File: src/mss_pkg.sv
// Shared types and constants for the Morse segment sequencer.
`default_nettype none

package mss_pkg;

    localparam int KIND_BITS = 3;
    localparam int STEP_BITS = 3;
    localparam int POS_BITS  = 3;
    localparam int PAT_BITS  = 6;

    typedef enum logic [KIND_BITS-1:0] {
        KIND_DIT   = 3'd0,
        KIND_DAH   = 3'd1,
        KIND_INTRA = 3'd2,
        KIND_INTER = 3'd3,
        KIND_WORD  = 3'd4
    } t_kind;

    typedef enum logic {
        UNIT_CHAR    = 1'b0,
        UNIT_SPACING = 1'b1
    } t_unit_sel;

    typedef enum logic [1:0] {
        MUL_X1 = 2'd0,
        MUL_X3 = 2'd1,
        MUL_X5 = 2'd2
    } t_mult;

    typedef struct packed {
        logic                is_word;
        logic [POS_BITS-1:0] len;
        logic [PAT_BITS-1:0] pat;
    } t_code;

    typedef struct packed {
        logic      load;
        t_kind     kind;
        t_unit_sel unit_sel;
        t_mult     mult;
        logic      last;
    } t_emit;

endpackage

`default_nettype wire

File: src/mss_text_if.sv
// Input channel: one text byte per beat.
`default_nettype none

interface mss_text_if;
    logic       valid;
    logic       ready;
    logic [7:0] text_byte;

    modport source (output valid, output text_byte, input ready);
    modport sink (input valid, input text_byte, output ready);
endinterface

`default_nettype wire

File: src/mss_seg_if.sv
// Output channel: one keying segment per beat.
`default_nettype none

interface mss_seg_if #(
    parameter int DUR_BITS = 19
);
    logic                          valid;
    logic                          ready;
    logic [mss_pkg::KIND_BITS-1:0] segment_kind;
    logic [DUR_BITS-1:0]           duration_samples;
    logic                          last_of_run;

    modport source (output valid, output segment_kind, output duration_samples,
                    output last_of_run, input ready);
    modport sink (input valid, input segment_kind, input duration_samples,
                  input last_of_run, output ready);
endinterface

`default_nettype wire

File: src/mss_cfg_regs.sv
// APB register file for the character and spacing unit lengths.
`default_nettype none

module mss_cfg_regs #(
    parameter int UNIT_BITS = 16
) (
    input  wire logic                 i_clk,
    input  wire logic                 i_rst_n,
    input  wire logic                 psel,
    input  wire logic                 penable,
    input  wire logic                 pwrite,
    input  wire logic [2:0]           paddr,
    input  wire logic [31:0]          pwdata,
    output logic      [31:0]          prdata,
    output logic                      pready,
    output logic      [UNIT_BITS-1:0] o_char_unit,
    output logic      [UNIT_BITS-1:0] o_spacing_unit
);

    localparam logic [31:0] UNIT_RESET = 32'd7350;

    logic [UNIT_BITS-1:0] r_char_unit;
    logic [UNIT_BITS-1:0] r_spacing_unit;
    logic [UNIT_BITS-1:0] n_wval;
    logic                 wr_en;
    logic [31:0]          wdata_lo;

    assign pready   = 1'b1;
    assign wr_en    = psel && penable && pwrite && pready;
    assign wdata_lo = {16'd0, pwdata[15:0]};
    assign n_wval   = wdata_lo[UNIT_BITS-1:0];

    always_ff @(posedge i_clk) begin
        if (!i_rst_n) begin
            r_char_unit    <= UNIT_RESET[UNIT_BITS-1:0];
            r_spacing_unit <= UNIT_RESET[UNIT_BITS-1:0];
        end else if (wr_en) begin
            if (paddr[2]) begin
                r_spacing_unit <= n_wval;
            end else begin
                r_char_unit <= n_wval;
            end
        end
    end

    always_comb begin
        if (paddr[2]) begin
            prdata = 32'(r_spacing_unit);
        end else begin
            prdata = 32'(r_char_unit);
        end
    end

    assign o_char_unit    = r_char_unit;
    assign o_spacing_unit = r_spacing_unit;

endmodule

`default_nettype wire

File: src/mss_code_lut.sv
// Morse code table: text byte to symbol pattern, length and word-gap flag.
`default_nettype none

module mss_code_lut (
    input  wire logic [7:0]    i_byte,
    output mss_pkg::t_code     o_code
);

    // {len, pattern}; pattern bit i set means symbol i is a dah
    localparam logic [8:0] LETTERS [26] = '{
        {3'd2, 6'b000010}, {3'd4, 6'b000001}, {3'd4, 6'b000101}, {3'd3, 6'b000001},
        {3'd1, 6'b000000}, {3'd4, 6'b000100}, {3'd3, 6'b000011}, {3'd4, 6'b000000},
        {3'd2, 6'b000000}, {3'd4, 6'b001110}, {3'd3, 6'b000101}, {3'd4, 6'b000010},
        {3'd2, 6'b000011}, {3'd2, 6'b000001}, {3'd3, 6'b000111}, {3'd4, 6'b000110},
        {3'd4, 6'b001011}, {3'd3, 6'b000010}, {3'd3, 6'b000000}, {3'd1, 6'b000001},
        {3'd3, 6'b000100}, {3'd4, 6'b001000}, {3'd3, 6'b000110}, {3'd4, 6'b001001},
        {3'd4, 6'b001101}, {3'd4, 6'b000011}
    };

    localparam logic [5:0] DIGITS [10] = '{
        6'b011111, 6'b011110, 6'b011100, 6'b011000, 6'b010000,
        6'b000000, 6'b000001, 6'b000011, 6'b000111, 6'b001111
    };

    logic [7:0] upper_off;
    logic [7:0] lower_off;
    logic [7:0] digit_off;

    assign upper_off = i_byte - 8'd65;
    assign lower_off = i_byte - 8'd97;
    assign digit_off = i_byte - 8'd48;

    always_comb begin
        o_code = '0;
        priority if (i_byte >= 8'd65 && i_byte <= 8'd90) begin
            o_code.len = LETTERS[upper_off[4:0]][8:6];
            o_code.pat = LETTERS[upper_off[4:0]][5:0];
        end else if (i_byte >= 8'd97 && i_byte <= 8'd122) begin
            o_code.len = LETTERS[lower_off[4:0]][8:6];
            o_code.pat = LETTERS[lower_off[4:0]][5:0];
        end else if (i_byte >= 8'd48 && i_byte <= 8'd57) begin
            o_code.len = 3'd5;
            o_code.pat = DIGITS[digit_off[3:0]];
        end else if (i_byte == 8'd44) begin
            o_code.len = 3'd6;
            o_code.pat = 6'b110011;
        end else if (i_byte == 8'd46) begin
            o_code.len = 3'd6;
            o_code.pat = 6'b101010;
        end else if (i_byte == 8'd61) begin
            o_code.len = 3'd5;
            o_code.pat = 6'b010001;
        end else if (i_byte == 8'd63) begin
            o_code.len = 3'd6;
            o_code.pat = 6'b001100;
        end else if (i_byte == 8'd32 || i_byte == 8'd10 || i_byte == 8'd7) begin
            o_code.is_word = 1'b1;
            o_code.len     = 3'd1;
        end else begin
            o_code = '0;
        end
    end

endmodule

`default_nettype wire

File: src/mss_seq.sv
// Microprogram sequencer: step counter, control ROM and conditional jumps.
`default_nettype none

module mss_seq (
    input  wire logic           i_clk,
    input  wire logic           i_rst_n,
    input  wire logic           i_in_valid,
    output logic                o_in_ready,
    input  wire mss_pkg::t_code i_code,
    input  wire logic           i_out_free,
    output mss_pkg::t_emit      o_emit
);

    typedef enum logic [2:0] {
        COND_NEVER,
        COND_ALWAYS,
        COND_SEEN,
        COND_NO_SYMS,
        COND_WORD,
        COND_LAST_SYM
    } t_cond;

    typedef logic [mss_pkg::STEP_BITS-1:0] t_step;

    typedef struct packed {
        logic               wait_in;
        t_cond              emit;
        mss_pkg::t_kind     kind;
        logic               kind_from_sym;
        mss_pkg::t_unit_sel unit_sel;
        mss_pkg::t_mult     mult;
        t_cond              last;
        t_cond              jump;
        t_step              target;
        logic               pos_inc;
    } t_uword;

    localparam t_step STEP_FETCH = 3'd0;
    localparam t_step STEP_INTER = 3'd1;
    localparam t_step STEP_SPLIT = 3'd2;
    localparam t_step STEP_SYM   = 3'd3;
    localparam t_step STEP_INTRA = 3'd4;
    localparam t_step STEP_WORD  = 3'd5;

    function automatic t_uword ucode(input t_step step);
        t_uword w;
        w = '{wait_in: 1'b0, emit: COND_NEVER, kind: mss_pkg::KIND_DIT,
              kind_from_sym: 1'b0, unit_sel: mss_pkg::UNIT_CHAR,
              mult: mss_pkg::MUL_X1, last: COND_NEVER, jump: COND_NEVER,
              target: STEP_FETCH, pos_inc: 1'b0};
        unique case (step)
            STEP_FETCH: begin
                w.wait_in = 1'b1;
            end
            STEP_INTER: begin
                w.emit     = COND_SEEN;
                w.kind     = mss_pkg::KIND_INTER;
                w.unit_sel = mss_pkg::UNIT_SPACING;
                w.mult     = mss_pkg::MUL_X3;
                w.last     = COND_NO_SYMS;
                w.jump     = COND_NO_SYMS;
                w.target   = STEP_FETCH;
            end
            STEP_SPLIT: begin
                w.jump   = COND_WORD;
                w.target = STEP_WORD;
            end
            STEP_SYM: begin
                w.emit          = COND_ALWAYS;
                w.kind_from_sym = 1'b1;
                w.last          = COND_LAST_SYM;
                w.jump          = COND_LAST_SYM;
                w.target        = STEP_FETCH;
            end
            STEP_INTRA: begin
                w.emit    = COND_ALWAYS;
                w.kind    = mss_pkg::KIND_INTRA;
                w.pos_inc = 1'b1;
                w.jump    = COND_ALWAYS;
                w.target  = STEP_SYM;
            end
            STEP_WORD: begin
                w.emit     = COND_ALWAYS;
                w.kind     = mss_pkg::KIND_WORD;
                w.unit_sel = mss_pkg::UNIT_SPACING;
                w.mult     = mss_pkg::MUL_X5;
                w.last     = COND_ALWAYS;
                w.jump     = COND_ALWAYS;
                w.target   = STEP_FETCH;
            end
            default: begin
                w.jump   = COND_ALWAYS;
                w.target = STEP_FETCH;
            end
        endcase
        return w;
    endfunction

    t_step                         r_step;
    t_step                         n_step;
    logic [mss_pkg::POS_BITS-1:0]  r_pos;
    logic [mss_pkg::POS_BITS-1:0]  n_pos;
    mss_pkg::t_code                r_code;
    logic                          r_seen;
    logic                          r_prev_seen;
    t_uword                        uw;
    logic                          no_syms;
    logic                          last_sym;
    logic                          sym_dah;
    logic                          accept;
    logic                          emit_want;
    logic                          advance;
    logic                          take_jump;

    function automatic logic eval(input t_cond c, input logic seen, input logic nsym,
                                  input logic word, input logic lsym);
        logic r;
        unique case (c)
            COND_NEVER:    r = 1'b0;
            COND_ALWAYS:   r = 1'b1;
            COND_SEEN:     r = seen;
            COND_NO_SYMS:  r = nsym;
            COND_WORD:     r = word;
            COND_LAST_SYM: r = lsym;
            default:       r = 1'b0;
        endcase
        return r;
    endfunction

    assign uw       = ucode(r_step);
    assign no_syms  = !r_code.is_word && (r_code.len == '0);
    assign last_sym = (r_pos == (r_code.len - 3'd1));
    assign sym_dah  = r_code.pat[r_pos];

    assign o_in_ready = uw.wait_in;
    assign accept     = uw.wait_in && i_in_valid;
    assign emit_want  = eval(uw.emit, r_prev_seen, no_syms, r_code.is_word, last_sym);
    assign advance    = uw.wait_in ? accept : !(emit_want && !i_out_free);
    assign take_jump  = eval(uw.jump, r_prev_seen, no_syms, r_code.is_word, last_sym);

    always_comb begin
        o_emit.load     = emit_want && i_out_free && !uw.wait_in;
        o_emit.unit_sel = uw.unit_sel;
        o_emit.last     = eval(uw.last, r_prev_seen, no_syms, r_code.is_word, last_sym);
        if (uw.kind_from_sym) begin
            o_emit.kind = sym_dah ? mss_pkg::KIND_DAH : mss_pkg::KIND_DIT;
            o_emit.mult = sym_dah ? mss_pkg::MUL_X3 : mss_pkg::MUL_X1;
        end else begin
            o_emit.kind = uw.kind;
            o_emit.mult = uw.mult;
        end
    end

    always_comb begin
        n_step = r_step;
        n_pos  = r_pos;
        if (advance) begin
            n_step = take_jump ? uw.target : r_step + 3'd1;
            if (accept) begin
                n_pos = '0;
            end else if (uw.pos_inc) begin
                n_pos = r_pos + 3'd1;
            end
        end
    end

    always_ff @(posedge i_clk) begin
        if (!i_rst_n) begin
            r_step      <= STEP_FETCH;
            r_pos       <= '0;
            r_seen      <= 1'b0;
            r_prev_seen <= 1'b0;
        end else begin
            r_step <= n_step;
            r_pos  <= n_pos;
            if (accept) begin
                r_prev_seen <= r_seen;
                r_seen      <= 1'b1;
            end
        end
    end

    always_ff @(posedge i_clk) begin
        if (accept) begin
            r_code <= i_code;
        end
    end

endmodule

`default_nettype wire

File: src/mss_dpath.sv
// Duration datapath and output register for segment beats.
`default_nettype none

module mss_dpath #(
    parameter int UNIT_BITS = 16
) (
    input  wire logic                 i_clk,
    input  wire logic                 i_rst_n,
    input  wire logic [UNIT_BITS-1:0] i_char_unit,
    input  wire logic [UNIT_BITS-1:0] i_spacing_unit,
    input  wire mss_pkg::t_emit       i_emit,
    output logic                      o_free,
    mss_seg_if.source                 o_seg
);

    localparam int DUR_BITS = UNIT_BITS + 3;

    logic [DUR_BITS-1:0]          unit_x;
    logic [DUR_BITS-1:0]          n_dur;
    logic [DUR_BITS-1:0]          r_dur;
    logic [mss_pkg::KIND_BITS-1:0] r_kind;
    logic                         r_last;
    logic                         r_valid;

    assign unit_x = (i_emit.unit_sel == mss_pkg::UNIT_SPACING) ?
                    DUR_BITS'(i_spacing_unit) : DUR_BITS'(i_char_unit);

    always_comb begin
        unique case (i_emit.mult)
            mss_pkg::MUL_X1: n_dur = unit_x;
            mss_pkg::MUL_X3: n_dur = (unit_x << 1) + unit_x;
            mss_pkg::MUL_X5: n_dur = (unit_x << 2) + unit_x;
            default:         n_dur = unit_x;
        endcase
    end

    assign o_free = !r_valid || o_seg.ready;

    always_ff @(posedge i_clk) begin
        if (!i_rst_n) begin
            r_valid <= 1'b0;
        end else if (i_emit.load) begin
            r_valid <= 1'b1;
        end else if (o_seg.ready) begin
            r_valid <= 1'b0;
        end
    end

    always_ff @(posedge i_clk) begin
        if (i_emit.load) begin
            r_dur  <= n_dur;
            r_kind <= i_emit.kind;
            r_last <= i_emit.last;
        end
    end

    assign o_seg.valid            = r_valid;
    assign o_seg.segment_kind     = r_kind;
    assign o_seg.duration_samples = r_dur;
    assign o_seg.last_of_run      = r_last;

endmodule

`default_nettype wire

File: src/morse_segment_sequencer_unit.sv
// Top level of the Morse segment sequencer.
//
// i_text takes one text byte per beat; o_seg gives one keying segment per
// beat (kind, length in samples, last-of-run flag). Every byte after the
// first opens with an inter-character gap; letters, digits and , . = ?
// give dits, dahs and intra-character gaps; space, line feed and code 7
// give a word gap; other bytes give nothing beyond the opening gap.
// A byte is taken only when the control program sits at its fetch step.
// The opening gap is loaded into the output register at the inter-character
// step after fetch; the first byte, which has no opening gap, shows its first
// segment after the fetch, inter-character and branch steps. Then, while
// o_seg does not stall, one segment per cycle follows; besides its segments a
// byte spends the fetch and branch steps (an unmapped byte only fetch).
// The microprogram step counter and single output register set that pace.
// A stall on o_seg holds the step counter and the registered segment.
// Reset clears the first-byte flag, returns the program to fetch and
// loads 7350 into both unit registers (APB offsets 0 and 4).
`default_nettype none

module morse_segment_sequencer_unit #(
    parameter int UNIT_BITS = 16
) (
    input  wire logic        i_clk,
    input  wire logic        i_rst_n,
    mss_text_if.sink         i_text,
    mss_seg_if.source        o_seg,
    input  wire logic        psel,
    input  wire logic        penable,
    input  wire logic        pwrite,
    input  wire logic [2:0]  paddr,
    input  wire logic [31:0] pwdata,
    output logic      [31:0] prdata,
    output logic             pready
);

    logic [UNIT_BITS-1:0] char_unit;
    logic [UNIT_BITS-1:0] spacing_unit;
    mss_pkg::t_code       code;
    mss_pkg::t_emit       emit;
    logic                 out_free;

    mss_cfg_regs #(
        .UNIT_BITS(UNIT_BITS)
    ) u_cfg (
        .i_clk          (i_clk),
        .i_rst_n        (i_rst_n),
        .psel           (psel),
        .penable        (penable),
        .pwrite         (pwrite),
        .paddr          (paddr),
        .pwdata         (pwdata),
        .prdata         (prdata),
        .pready         (pready),
        .o_char_unit    (char_unit),
        .o_spacing_unit (spacing_unit)
    );

    mss_code_lut u_lut (
        .i_byte (i_text.text_byte),
        .o_code (code)
    );

    mss_seq u_seq (
        .i_clk      (i_clk),
        .i_rst_n    (i_rst_n),
        .i_in_valid (i_text.valid),
        .o_in_ready (i_text.ready),
        .i_code     (code),
        .i_out_free (out_free),
        .o_emit     (emit)
    );

    mss_dpath #(
        .UNIT_BITS(UNIT_BITS)
    ) u_dpath (
        .i_clk          (i_clk),
        .i_rst_n        (i_rst_n),
        .i_char_unit    (char_unit),
        .i_spacing_unit (spacing_unit),
        .i_emit         (emit),
        .o_free         (out_free),
        .o_seg          (o_seg)
    );

endmodule

`default_nettype wire
File: src/flat_wrapper.sv
// flat-port wrapper written by rule: the top's interface ports become plain ports
module morse_segment_sequencer_unit_flat 
#(
    parameter int UNIT_BITS = 16
)
  (i_clk, i_rst_n, psel, penable, pwrite, paddr, pwdata, prdata, pready, i_text_valid, i_text_text_byte, i_text_ready, o_seg_valid, o_seg_segment_kind, o_seg_duration_samples, o_seg_last_of_run, o_seg_ready);
  mss_text_if i_text_i ();
  mss_seg_if o_seg_i ();
  input  wire logic i_clk;
  input  wire logic i_rst_n;
  input  wire logic psel;
  input  wire logic penable;
  input  wire logic pwrite;
  input  wire logic [2:0] paddr;
  input  wire logic [31:0] pwdata;
  output logic      [31:0] prdata;
  output logic pready;
  input wire logic [$bits(i_text_i.valid)-1:0] i_text_valid;
  input wire logic [$bits(i_text_i.text_byte)-1:0] i_text_text_byte;
  output wire logic [$bits(i_text_i.ready)-1:0] i_text_ready;
  output wire logic [$bits(o_seg_i.valid)-1:0] o_seg_valid;
  output wire logic [$bits(o_seg_i.segment_kind)-1:0] o_seg_segment_kind;
  output wire logic [$bits(o_seg_i.duration_samples)-1:0] o_seg_duration_samples;
  output wire logic [$bits(o_seg_i.last_of_run)-1:0] o_seg_last_of_run;
  input wire logic [$bits(o_seg_i.ready)-1:0] o_seg_ready;
  assign i_text_i.valid = i_text_valid;
  assign i_text_i.text_byte = i_text_text_byte;
  assign i_text_ready = i_text_i.ready;
  assign o_seg_valid = o_seg_i.valid;
  assign o_seg_segment_kind = o_seg_i.segment_kind;
  assign o_seg_duration_samples = o_seg_i.duration_samples;
  assign o_seg_last_of_run = o_seg_i.last_of_run;
  assign o_seg_i.ready = o_seg_ready;
  morse_segment_sequencer_unit #(.UNIT_BITS(UNIT_BITS)) u_core (.i_clk(i_clk), .i_rst_n(i_rst_n), .i_text(i_text_i), .o_seg(o_seg_i), .psel(psel), .penable(penable), .pwrite(pwrite), .paddr(paddr), .pwdata(pwdata), .prdata(prdata), .pready(pready));
endmodule
File: config.mk
export PLATFORM = sky130hd
export DESIGN_NAME = morse_segment_sequencer_unit_flat
export DESIGN_NICKNAME = d
export VERILOG_FILES = /design/src/mss_pkg.sv /design/src/mss_text_if.sv /design/src/mss_seg_if.sv /design/src/mss_cfg_regs.sv /design/src/mss_code_lut.sv /design/src/mss_seq.sv /design/src/mss_dpath.sv /design/src/morse_segment_sequencer_unit.sv /design/src/flat_wrapper.sv
export SDC_FILE = /design/constraint.sdc
export NUM_CORES = 1
export LEC_CHECK = 0
export ABC_AREA = 1
export BUFFER_PORTS_ARGS = -buffer_cell sky130_fd_sc_hd__buf_2
export CORE_UTILIZATION = 30
export CTS_CLUSTER_DIAMETER = 50
export CTS_CLUSTER_SIZE = 28
export DETAILED_ROUTE_END_ITERATION = 7
export PLACE_DENSITY_LB_ADDON = 0.15
export SYNTH_ARGS = -nofsm -noshare
export SYNTH_HDL_FRONTEND = slang
export SYNTH_SLANG_ARGS = --single-unit
File: constraint.sdc
create_clock -name i_clk -period 3.9 [get_ports i_clk]
set_input_delay 0.195 -clock i_clk [delete_from_list [all_inputs] [get_ports i_clk]]
set_output_delay 0.195 -clock i_clk [all_outputs]
set_load 0.02 [all_outputs]
==> metrics.txt <==
outcome finished, final reports clean; Die Height 149.1 µm; pins over their slew limit 0; crit path DAT 3300 ps; first-pass GRT wire length 31.13 mm; worst setup path start u_core.u_seq.r_step[1]; Cell Rows 53; total grt overflow 0; largest cells by area after synthesis nand2_1, edfxtp_1, dfxtp_1; antenna-violating nets left 0; reg2reg start u_core.u_seq.r_step[1]; Starting Density 0.3077; routability cong. 0.8725; Routed WL 19.29 mm; worst reg2reg path depth 18; fin crit share 0.8175; Rel. slew slack 0.4447; unrepaired setup endpoints after global routing false; crit-path max cell delay 390 ps; Synth Area in Compound Gates 0.1741; Peak VDD IR 341.3 µV; Hold Crit Depth 3; sequential share of the synthesized area 0.2792; crit-path max FO 21; Clk pin slew, worst setup/hold paths 60 ps; Leak 3.795 nW; Die W 149.1 µm; drt pass-1 iters 5; Final setup viols 0; number of diodes 0; layout cells sized above 1 0.1197; post-CTS setup buffer count 0; largest net degree at the start of global routing 34; critical path required time 4010 ps; critical path depth 18; max-capacitance violation count 0; post-cts sizing count 0; number of port buffers 72; Wirelength per Cell 13.92 µm; most frequent cells in the layout nand2_1, inv_1, o21ai_0; async set or reset register ratio after synthesis 0; commonest non-fill, non-tap cell in the layout nand2_1; Overall Global Routing Usage 0.1793; slowest CP cell nand2_1; later-pin clock latency in the skew report 350 ps; DR vias/cell 4.789; buffer levels on the longest clock path 2; Post-Synth Adder-Cell Area 0.08292; Layout area overhead 13.96%; pwr dens 618.4 nW/µm²; vias in the first global route 6,179; mean post-synth cell area 6.263 µm²; post-synth cell types 51; EDFF count, synth 33; fin nets 1,199; CTS H-Tree Depth 3; post-synthesis xor/xnor area fraction 0.005399; die footprint 22,220 µm²; worst hold-check path type input port to register; clk sinks 74; largest family of logic cells by synthesized area simple AND/OR/NAND/NOR gates; Top FF cell, synth dfxtp_1; multiplexer area fraction after synthesis 0; top cell type's share of synthesized area 0.1874; critical path, cell by cell inv_1 > ha_1 > inv_2 > buf_4 > nand2_1 > nand2_1 > ha_1 > inv_1 > o21ai_0 > nor2_1 > nand2_1 > nand3_1 > nand2_1 > nand2_1 > nand3_1 > nand2_1 > nand2_1 > nand2_1; DP Area 7116 µm²; cell mode on critical path nand2_1; Synth Cell Area 6489 µm²; area leader, netlist nand2_1; FMAX 313.7 MHz; fillcell total 2,401; HP Start pwdata[2]; crit end category register; placed wire-length estimate 14.92 mm; actual slew at the worst max-slew pin 828.0 ps; fin area 7395 µm²; CTS tree built; synthesized flop and latch total 74; crit path launch type register; DR iter-0 viols 415; initial antenna violation count 0; Layout Skew 5.228 ps; Final Hold Viols 0; CP Buf/Inv Count 4; Vias 6,638; cts bufs inserted 9; CTS root buffer clkbuf_16; Synthesis Warnings 0; IO Pins 108; clock period minus worst slack 3188 ps; DRC violations left 0; CP top delay family simple AND/OR/NAND/NOR gates; Setup CP Type register to register; CTS Hold Buffers Added 0; Cells after Synth 1,036; Final TNS setup 0 ps; Synth Area in Simple Gates 0.3351; total core area 21,090 µm²
==> cells in the mapped netlist (2+ instances only) <==
master / n
nand3_1: 71
clkbuf_1: 17
edfxtp_1: 33
o31ai_1: 2
nor2_2: 3
a21boi_1: 3
a32o_1: 3
conb_1: 2
dfxtp_1: 41
buf_4: 20
a21oi_1: 67
a22oi_1: 2
a21boi_0: 3
nand3b_1: 6
and3_1: 2
ha_1: 43
nand2_1: 324
inv_2: 3
a211oi_1: 3
buf_2: 3
nor3_1: 11
o21ai_2: 2
o21ai_1: 3
o211ai_1: 5
a31oi_1: 4
inv_1: 142
nor2_1: 78
o22ai_1: 3
nand4_1: 4
xor2_1: 3
o21ai_0: 93
nand2_2: 18
==> layer usage <==
metal	up-vias	global-route usage	wire length (µm)
li1	3486	-	-
met1	2982	0.2450	9398
met2	152	0.2884	8601
met3	18	0.02875	974
met4	0	0.05408	316
met5	-	0	0
==> where the power goes <==
| part | switching [mW] | internal, mW |
|---|---|---|
| clock | 0.360 | 0.451 |
| sequential | 0.0528 | 1.01 |
| combinational | 1.86 | 0.839 |
==> worst register-to-register path, stage by stage, from the launching register on <==
cell and delay (ps):
dfxtp_1 370, inv_1 90, ha_1 270, inv_2 80, buf_4 260, nand2_1 90, nand2_1 390, ha_1 240
inv_1 50, o21ai_0 330, nor2_1 90, nand2_1 170, nand3_1 120, nand2_1 80, nand2_1 40, nand3_1 90
nand2_1 70, nand2_1 60, nand2_1 60
==> metrics by stage <==
| stage | hold slack (ps) | setup WS (ps) | power [mW] | util | cells |
|---|---|---|---|---|---|
| CTS | 59.51 | 720.8 | 4.608 | 0.3507 | 1386 |
| detailed placement | 432.0 | 735.4 | 3.771 | 0.3374 | 1370 |
| finish | 67.72 | 711.9 | 4.573 | 0.3507 | 1386 |
| floorplan | 321.3 | 687.4 | 3.049 | - | 1051 |
| global route | 79.36 | 355.9 | 5.006 | 0.3507 | 1386 |
| global placement | 428.7 | 742.7 | 3.775 | 0.3374 | 1370 |
==> cells by family after synthesis <==
group,after synthesis
AND/OR/NAND/NOR,522
AO/OA/AOI/OAI,203
buffers and inverters,188
flip-flops,74
adder cells (fa/ha/maj),43
XOR/XNOR,4
other,2
==> final timing paths <==
kind	endpoint	slack (ps)
setup / recovery	u_core.u_dpath.o_seg.duration_samples[12]	710
hold / removal	u_core.u_cfg.o_spacing_unit[2]	70
setup reg to reg	u_core.u_dpath.o_seg.duration_samples[12]	710
hold reg to reg	u_core.u_seq.r_prev_seen	460
==> final cells by class <==
type                    count  area [µm²]  area share
clock buffers              11       242.7     0.03283
clock inverters             5       36.28    0.004907
inverters                 146       548.0     0.07411
multi-input cells         789        3946      0.5337
flip-flops and latches     74        1812      0.2450
well taps                 275       344.1     0.04653
repair buffers             86       465.4     0.06294
==> state kept, by name, indices dropped and copies added (netlist names) <==
signal,flops
u_core.u_dpath.o_seg.last_of_run,1
u_core.u_seq.r_code,10
u_core.u_seq.r_prev_seen,1
u_core.u_seq.r_pos,3
u_core.u_dpath.o_seg.duration_samples,19
u_core.u_cfg.o_char_unit,16
u_core.u_dpath.o_seg.segment_kind,3
u_core.u_cfg.o_spacing_unit,16
u_core.u_seq.r_seen,1
u_core.u_dpath.o_seg.valid,1
u_core.u_seq.r_step,3
Power figures use the tool's default switching activity.
